`config.mk`:
```
export PLATFORM = sky130hd
export DESIGN_NAME = sal_seq
export DESIGN_NICKNAME = d
export VERILOG_FILES = /design/src/rtl/sal_pkg.sv /design/src/rtl/sal_seq.sv
export SDC_FILE = /design/constraint.sdc
export NUM_CORES = 1
export LEC_CHECK = 0
export BUFFER_PORTS_ARGS = -buffer_cell sky130_fd_sc_hd__buf_2
export CORE_ASPECT_RATIO = 0.7
export CORE_MARGIN = 2
export CORE_UTILIZATION = 42
export CTS_BUF_LIST = sky130_fd_sc_hd__clkbuf_2
export CTS_CLUSTER_DIAMETER = 40
export DETAILED_ROUTE_END_ITERATION = 16
export PLACE_DENSITY = 0.73
export SETUP_SLACK_MARGIN = 0.02
export SLEW_MARGIN = 30
export SYNTH_ARGS = -nofsm -noshare
export SYNTH_HDL_FRONTEND = slang
export SYNTH_SLANG_ARGS = --single-unit
```
`constraint.sdc`:
```
create_clock -name clk_i -period 8.9 [get_ports clk_i]
set_input_delay 0 -clock clk_i [delete_from_list [all_inputs] [get_ports clk_i]]
set_output_delay 0 -clock clk_i [all_outputs]
set_load 0.02 [all_outputs]
```
`src/rtl/sal_pkg.sv`:
```
// ----------------------------------------------------------------------------
// sal_pkg: shared types and microprogram of the sorted array list
// Request and result payloads, control word layout, the microprogram table
// and the request dispatch table.
// ----------------------------------------------------------------------------
package sal_pkg;

  localparam int unsigned CAPACITY_DEF = 128;

  localparam int unsigned REQ_W  = 3;
  localparam int unsigned VAL_W  = 32;
  localparam int unsigned POS_W  = 7;
  localparam int unsigned LEN_W  = 8;
  localparam int unsigned STAT_W = 2;

  // Request kinds.
  localparam logic [REQ_W-1:0] REQ_ADD  = 3'd0;
  localparam logic [REQ_W-1:0] REQ_DEL  = 3'd1;
  localparam logic [REQ_W-1:0] REQ_SRCH = 3'd2;
  localparam logic [REQ_W-1:0] REQ_READ = 3'd3;
  localparam logic [REQ_W-1:0] REQ_CLR  = 3'd4;

  // Result status codes.
  localparam logic [STAT_W-1:0] ST_OK        = 2'd0;
  localparam logic [STAT_W-1:0] ST_NOT_FOUND = 2'd1;
  localparam logic [STAT_W-1:0] ST_FULL      = 2'd2;
  localparam logic [STAT_W-1:0] ST_EMPTY     = 2'd3;

  typedef struct packed {
    logic [REQ_W-1:0]        req_type;
    logic signed [VAL_W-1:0] item_value;
    logic [POS_W-1:0]        entry_pos;
  } req_t;

  typedef struct packed {
    logic [STAT_W-1:0]       status;
    logic [POS_W-1:0]        found_pos;
    logic signed [VAL_W-1:0] entry_value;
    logic [LEN_W-1:0]        list_length;
    logic                    list_empty;
    logic                    list_full;
  } rsp_t;

  // Microprogram step addresses.
  typedef enum logic [4:0] {
    S_IDLE,
    S_ADD0, S_ADD1, S_ADD2, S_ADD3, S_ADD4, S_ADD5,
    S_DEL0, S_DEL1, S_DEL2, S_DEL3,
    S_SRCH0, S_SRCH1,
    S_RD0, S_RD1,
    S_CLR0,
    S_EMIT
  } step_e;

  // Jump conditions.
  typedef enum logic [3:0] {
    C_ALWAYS,
    C_ACCEPT,
    C_OUT_FREE,
    C_CNT_ZERO,
    C_CNT_FULL,
    C_EQ_MORE,
    C_NE_MORE,
    C_ORD_MORE,
    C_P_END,
    C_SHDN_MORE,
    C_SHUP_MORE,
    C_RPOS_BAD
  } cond_e;

  // Datapath actions.
  typedef enum logic [4:0] {
    A_NONE,
    A_LATCH,
    A_EMIT,
    A_E0,
    A_P_INC,
    A_ASC,
    A_P_ZERO,
    A_K_CNT,
    A_SHUP,
    A_INS,
    A_FIND_RES,
    A_SHDN,
    A_DEC,
    A_EVAL,
    A_CLR,
    A_ST_FULL,
    A_ST_EMPTY,
    A_ST_NF
  } act_e;

  // Read address sources of the entry memory.
  typedef enum logic [2:0] {
    RD_ZERO,
    RD_ONE,
    RD_P1,
    RD_P2,
    RD_K2,
    RD_CNT_M1,
    RD_RPOS
  } rd_e;

  typedef struct packed {
    cond_e cond;
    act_e  act_t;
    act_e  act_n;
    rd_e   rd;
    step_e tgt_t;
    step_e tgt_n;
  } ucode_t;

  // Datapath status seen by the sequencer.
  typedef struct packed {
    logic             in_valid;
    logic [REQ_W-1:0] req_type;
    logic             out_free;
    logic             cnt_zero;
    logic             cnt_full;
    logic             eq_more;
    logic             ne_more;
    logic             ord_more;
    logic             p_end;
    logic             shdn_more;
    logic             shup_more;
    logic             rpos_bad;
  } flags_t;

  // Control driven by the sequencer into the datapath.
  typedef struct packed {
    act_e act;
    rd_e  rd;
    logic idle;
  } ctrl_t;

  function automatic ucode_t uw(cond_e c, act_e at, act_e an, rd_e r,
                                step_e tt, step_e tn);
    ucode_t w;
    w.cond  = c;
    w.act_t = at;
    w.act_n = an;
    w.rd    = r;
    w.tgt_t = tt;
    w.tgt_n = tn;
    return w;
  endfunction

  // The microprogram. A word jumps to tgt_t and performs act_t when its
  // condition holds, otherwise it goes to tgt_n and performs act_n.
  function automatic ucode_t ucode_word(step_e s);
    ucode_t w;
    case (s)
      S_IDLE:  w = uw(C_ACCEPT,    A_LATCH,    A_NONE,     RD_ZERO,   S_IDLE,  S_IDLE);
      // Add: order from the first differing entry, find the slot, open it.
      S_ADD0:  w = uw(C_CNT_FULL,  A_ST_FULL,  A_E0,       RD_ONE,    S_EMIT,  S_ADD1);
      S_ADD1:  w = uw(C_NE_MORE,   A_P_INC,    A_ASC,      RD_P1,     S_ADD1,  S_ADD2);
      S_ADD2:  w = uw(C_ALWAYS,    A_P_ZERO,   A_NONE,     RD_ZERO,   S_ADD3,  S_ADD3);
      S_ADD3:  w = uw(C_ORD_MORE,  A_P_INC,    A_NONE,     RD_P1,     S_ADD3,  S_ADD4);
      S_ADD4:  w = uw(C_ALWAYS,    A_K_CNT,    A_NONE,     RD_CNT_M1, S_ADD5,  S_ADD5);
      S_ADD5:  w = uw(C_SHUP_MORE, A_SHUP,     A_INS,      RD_K2,     S_ADD5,  S_EMIT);
      // Delete: find the first match, then close the gap.
      S_DEL0:  w = uw(C_CNT_ZERO,  A_ST_EMPTY, A_NONE,     RD_ZERO,   S_EMIT,  S_DEL1);
      S_DEL1:  w = uw(C_EQ_MORE,   A_P_INC,    A_FIND_RES, RD_P1,     S_DEL1,  S_DEL2);
      S_DEL2:  w = uw(C_P_END,     A_NONE,     A_NONE,     RD_P1,     S_EMIT,  S_DEL3);
      S_DEL3:  w = uw(C_SHDN_MORE, A_SHDN,     A_DEC,      RD_P2,     S_DEL3,  S_EMIT);
      // Search.
      S_SRCH0: w = uw(C_CNT_ZERO,  A_ST_EMPTY, A_NONE,     RD_ZERO,   S_EMIT,  S_SRCH1);
      S_SRCH1: w = uw(C_EQ_MORE,   A_P_INC,    A_FIND_RES, RD_P1,     S_SRCH1, S_EMIT);
      // Read entry.
      S_RD0:   w = uw(C_CNT_ZERO,  A_ST_EMPTY, A_NONE,     RD_RPOS,   S_EMIT,  S_RD1);
      S_RD1:   w = uw(C_RPOS_BAD,  A_ST_NF,    A_EVAL,     RD_RPOS,   S_EMIT,  S_EMIT);
      // Clear.
      S_CLR0:  w = uw(C_ALWAYS,    A_CLR,      A_NONE,     RD_ZERO,   S_EMIT,  S_EMIT);
      // Hand the result to the output register once it is free.
      S_EMIT:  w = uw(C_OUT_FREE,  A_EMIT,     A_NONE,     RD_ZERO,   S_IDLE,  S_EMIT);
      default: w = uw(C_ALWAYS,    A_NONE,     A_NONE,     RD_ZERO,   S_IDLE,  S_IDLE);
    endcase
    return w;
  endfunction

  // Entry step of each request kind; unused kinds go straight to the result.
  function automatic step_e dispatch(logic [REQ_W-1:0] req);
    step_e s;
    case (req)
      REQ_ADD:  s = S_ADD0;
      REQ_DEL:  s = S_DEL0;
      REQ_SRCH: s = S_SRCH0;
      REQ_READ: s = S_RD0;
      REQ_CLR:  s = S_CLR0;
      default:  s = S_EMIT;
    endcase
    return s;
  endfunction

endpackage

```
`src/rtl/sal_seq.sv`:
```
// ----------------------------------------------------------------------------
// sal_seq: microprogram sequencer
// Step counter, control word lookup and condition select with two-way jumps.
// ----------------------------------------------------------------------------
module sal_seq (
  input  logic            clk_i,
  input  logic            rst_ni,
  input  sal_pkg::flags_t flags_i,
  output sal_pkg::ctrl_t  ctrl_o
);

  sal_pkg::step_e  pc_q, pc_d;
  sal_pkg::ucode_t word;
  logic            taken;

  assign word = sal_pkg::ucode_word(pc_q);

  always_comb begin
    case (word.cond)
      sal_pkg::C_ALWAYS:    taken = 1'b1;
      sal_pkg::C_ACCEPT:    taken = flags_i.in_valid;
      sal_pkg::C_OUT_FREE:  taken = flags_i.out_free;
      sal_pkg::C_CNT_ZERO:  taken = flags_i.cnt_zero;
      sal_pkg::C_CNT_FULL:  taken = flags_i.cnt_full;
      sal_pkg::C_EQ_MORE:   taken = flags_i.eq_more;
      sal_pkg::C_NE_MORE:   taken = flags_i.ne_more;
      sal_pkg::C_ORD_MORE:  taken = flags_i.ord_more;
      sal_pkg::C_P_END:     taken = flags_i.p_end;
      sal_pkg::C_SHDN_MORE: taken = flags_i.shdn_more;
      sal_pkg::C_SHUP_MORE: taken = flags_i.shup_more;
      sal_pkg::C_RPOS_BAD:  taken = flags_i.rpos_bad;
      default:              taken = 1'b0;
    endcase
  end

  always_comb begin
    if (taken) begin
      pc_d = (word.cond == sal_pkg::C_ACCEPT) ? sal_pkg::dispatch(flags_i.req_type)
                                              : word.tgt_t;
    end else begin
      pc_d = word.tgt_n;
    end
  end

  assign ctrl_o.act  = taken ? word.act_t : word.act_n;
  assign ctrl_o.rd   = word.rd;
  assign ctrl_o.idle = (pc_q == sal_pkg::S_IDLE);

  always_ff @(posedge clk_i or negedge rst_ni) begin
    if (!rst_ni) begin
      pc_q <= sal_pkg::S_IDLE;
    end else begin
      pc_q <= pc_d;
    end
  end

endmodule

```
==> parameters.txt <==
Parameter                              Value

Run status
  Run status    finished clean

Timing
  Total Negative Setup Slacks    0 ps
  Fraction of the cycle the final worst path needs    0.419
  Max-slew headroom at the worst pin    0.393
  Worst setup skew after layout    23.9 ps
  Final hold violation count    0
  Setup repair after global routing missed its margin    no
  Final slew viol count    0
  Total setup violations reported at the end of the flow    0
  Hold slack    93.7 ps
  Timing-limited maximum frequency    268 MHz
  Final critical delay including setup and external delays    3730 ps
  Worst Max-Slew Pin Slew    910 ps

Critical path
  Worst path arrival time    3730 ps
  Delay of the slowest cell on the worst path    730 ps
  Cells along the critical path    inv_1 -> ha_1 -> nand2b_1 -> a211o_1 -> and2_4 -> mux2i_1 -> a211o_1 -> a221oi_4 -> mux2_4 -> buf_2
  Crit-path most repeated cell    sky130_fd_sc_hd__a211o_1
  Type of destination of the critical path    primary output
  CP max stage cell    sky130_fd_sc_hd__a221oi_4
  Worst reg2reg setup slack    5440 ps
  Number of buffer and inverter stages on the critical path    2
  WP data required    8900 ps
  Setup crit start kind    register
  Critical Setup Path Class    register to primary output
  Critical path peak fanout    10
  Worst path top cell family by delay    compound AO/OA/AOI/OAI gates

Clock network
  Number of buffers inserted to repair setup after CTS    0
  Clock transition at the registers of the reported paths    90 ps
  Clock insertion delay at the later pin of the skew report    250 ps
  Clock net sink count    5
  Maximum clock insertion buffer count    2
  TritonCTS clock tree    done
  Hold-fix buffer count after cts    1
  Number of buffers created by CTS    3
  Cts repair resizes    0
  H-Tree Level Count    1
  Master cell of the clock root buffer    sky130_fd_sc_hd__clkbuf_2

Synth
  Number of flops mapped to enable cells by yosys    0
  Share of synthesized area occupied by flip-flops and latches    0.111
  Warnings, synthesis    0
  Library cells used by synthesis    41
  Top_reg_cell synth    sky130_fd_sc_hd__dfrtp_1
  Netlist area before placement    1130 um2
  Fraction of synthesis flops using an asynchronous set or reset pin    1.00
  Cell types occupying the most area after synthesis    sky130_fd_sc_hd__dfrtp_1, sky130_fd_sc_hd__mux2i_1, sky130_fd_sc_hd__ha_1
  Syn nets    173
  Share of the synthesized area in the top cell type    0.111
  Yosys top cell by area    sky130_fd_sc_hd__dfrtp_1
  Gate count after technology mapping    150
  Average cell area after synthesis    7.54 um2
  FF+latch count, synth    5

GRT
  Via count of the first global-routing pass    1047
  First-pass GRT wire length    4800 um
  Number of antenna violations at the first check in global routing    0
  Global route overflow    0
  Total routing resource utilization after global routing    0.202
  Maximum number of pins on one net before global-route repair    36

Drt
  Count of TritonRoute iterations in the first routing pass    4
  Uppermost signal routing layer after detailed routing    met4
  Via count    1172
  Number of vias per cell    5.80
  Routed WL    3010 um
  Wire length on met3    297 um
  Routed metal-1 wirelength    1380 um
  DRC marker count from the first detailed-route iteration    109
  Total length of routed met2 wires    1320 um
  Antenna Nets Post-Route    0
  Routed wirelength normalized by instance count    14.9 um
  Drt drc    0

Die
  Core region area    2510 um2
  Die span in x    66.0 um
  I/O pin count    25
  Area of the die    3130 um2
  Height of the chip    47.4 um
  Cell Rows    15
  Effective utilization at floorplan    0.450

Layout
  Top reg by flops    pc_q
  Area growth syn-to-layout    10.1%
  FF+latch area    125 um2
  Final net count    192
  Area used by multi-input combinational logic    901 um2
  Cell area after layout    1240 um2
  Top flop regs    pc_q (5)
  Share of final-layout standard cells stronger than drive strength 1    0.262
  Number of antenna cells inserted    0
  Largest register FFs    5
  Count of fill cells added during filler insertion    253

Placed design
  Port-buffer cells    24
  Half-perimeter wire length after detailed placement    2340 um
  Routability congestion estimate    0.959
  Placed instance area    1210 um2

Job
  # Max-Cap Violations    0

Worst hold path
  Class of the tightest hold or removal check    primary input to asynchronous set/reset pin

Power and ir drop
  Power density over the cells    459 nW/um2
  Max IR drop VDD    0.174 mV
  Leak Pwr    0.585 nW
[per-stage QoR]
stage / setup WS (ps) / std cells / total power, mW / util
floorplan: 5800 / 150 / 0.469 / -
global placement: 5660 / 197 / 0.535 / 0.483
detailed placement: 5500 / 197 / 0.544 / 0.483
CTS: 5230 / 202 / 0.567 / 0.495
global route: 5070 / 202 / 0.615 / 0.495
finish: 5170 / 202 / 0.572 / 0.495
[layout by cell type, fill, tap and decap left out, types with 4 or more instances in the layout]
cell	instances
sky130_fd_sc_hd__nor2_1	13
sky130_fd_sc_hd__nand2_1	18
sky130_fd_sc_hd__a211oi_1	8
sky130_fd_sc_hd__a21oi_1	14
sky130_fd_sc_hd__dfrtp_1	5
sky130_fd_sc_hd__mux2i_1	10
sky130_fd_sc_hd__nand2b_1	6
sky130_fd_sc_hd__mux2_4	5
sky130_fd_sc_hd__buf_2	24
sky130_fd_sc_hd__inv_1	4
sky130_fd_sc_hd__ha_1	7
sky130_fd_sc_hd__o21ai_0	15
[Yosys cell counts, drive strengths merged (2+ instances only)]
| cell | count |
|---|---|
| a211o | 3 |
| a211oi | 8 |
| a21oi | 14 |
| a31oi | 2 |
| and2b | 2 |
| buf | 9 |
| clkbuf | 3 |
| dfrtp | 5 |
| ha | 7 |
| inv | 5 |
| mux2 | 8 |
| mux2i | 10 |
| nand2 | 18 |
| nand2b | 6 |
| nand3 | 3 |
| nor2 | 13 |
| nor2b | 3 |
| nor3b | 2 |
| o21ai | 15 |
[worst register-to-register path, stage by stage, from the launching register on]
cell	delay, ps
sky130_fd_sc_hd__dfrtp_1	490
sky130_fd_sc_hd__inv_1	140
sky130_fd_sc_hd__ha_1	400
sky130_fd_sc_hd__nand2b_1	200
sky130_fd_sc_hd__a211o_1	360
sky130_fd_sc_hd__and2_4	190
sky130_fd_sc_hd__mux2i_1	120
sky130_fd_sc_hd__a211o_1	330
sky130_fd_sc_hd__a221oi_4	730
sky130_fd_sc_hd__mux2_4	350
[routing by layer]
| layer | GRT usage | up-vias |
|---|---|---|
| met5 | 0 | - |
| met2 | 0.325 | 52 |
| met3 | 0.0565 | 2 |
| met1 | 0.279 | 543 |
| li1 | - | 575 |
| met4 | 0.0367 | 0 |
[worst paths after layout]
kind / startpoint / to / cells after the start
setup / recovery: pc_q[1] / ctrl_o[6] / 10
min in group clk_i: flags_i[11] / pc_q[0] / 4
hold reg to reg: pc_q[3] / pc_q[0] / 3
setup reg to reg: pc_q[1] / pc_q[2] / 9
hold / removal: rst_ni / pc_q[0] / 2
max in group asynchronous: rst_ni / pc_q[2] / 2
[cell families after synthesis]
kind of cell               count (synthesis)  synth area share
buffers and inverters                     17            0.0929
DFF                                        5             0.111
and+or+nand+nor                           53             0.237
xor gates and xnor gates                   1           0.00774
adders and majority gates                  7            0.0774
muxes                                     18             0.185
AOI/OAI and AO/OA                         49             0.290
[final cells by class]
cell class,instances,share of cell area
Clock inverter,1,0.00402
Timing Repair Buffer,26,0.111
Tap cell,34,0.0342
Multi-Input combinational cell,128,0.724
Clock buffer,3,0.0121
Sequential cell,5,0.101
Inverter,5,0.0151
[report_power, final]
group | internal (mW) | switching [mW]
sequential | 0.0325 | 0.0327
combinational | 0.219 | 0.265
clock | 0.0101 | 0.0122
Power figures use the tool's default switching activity.
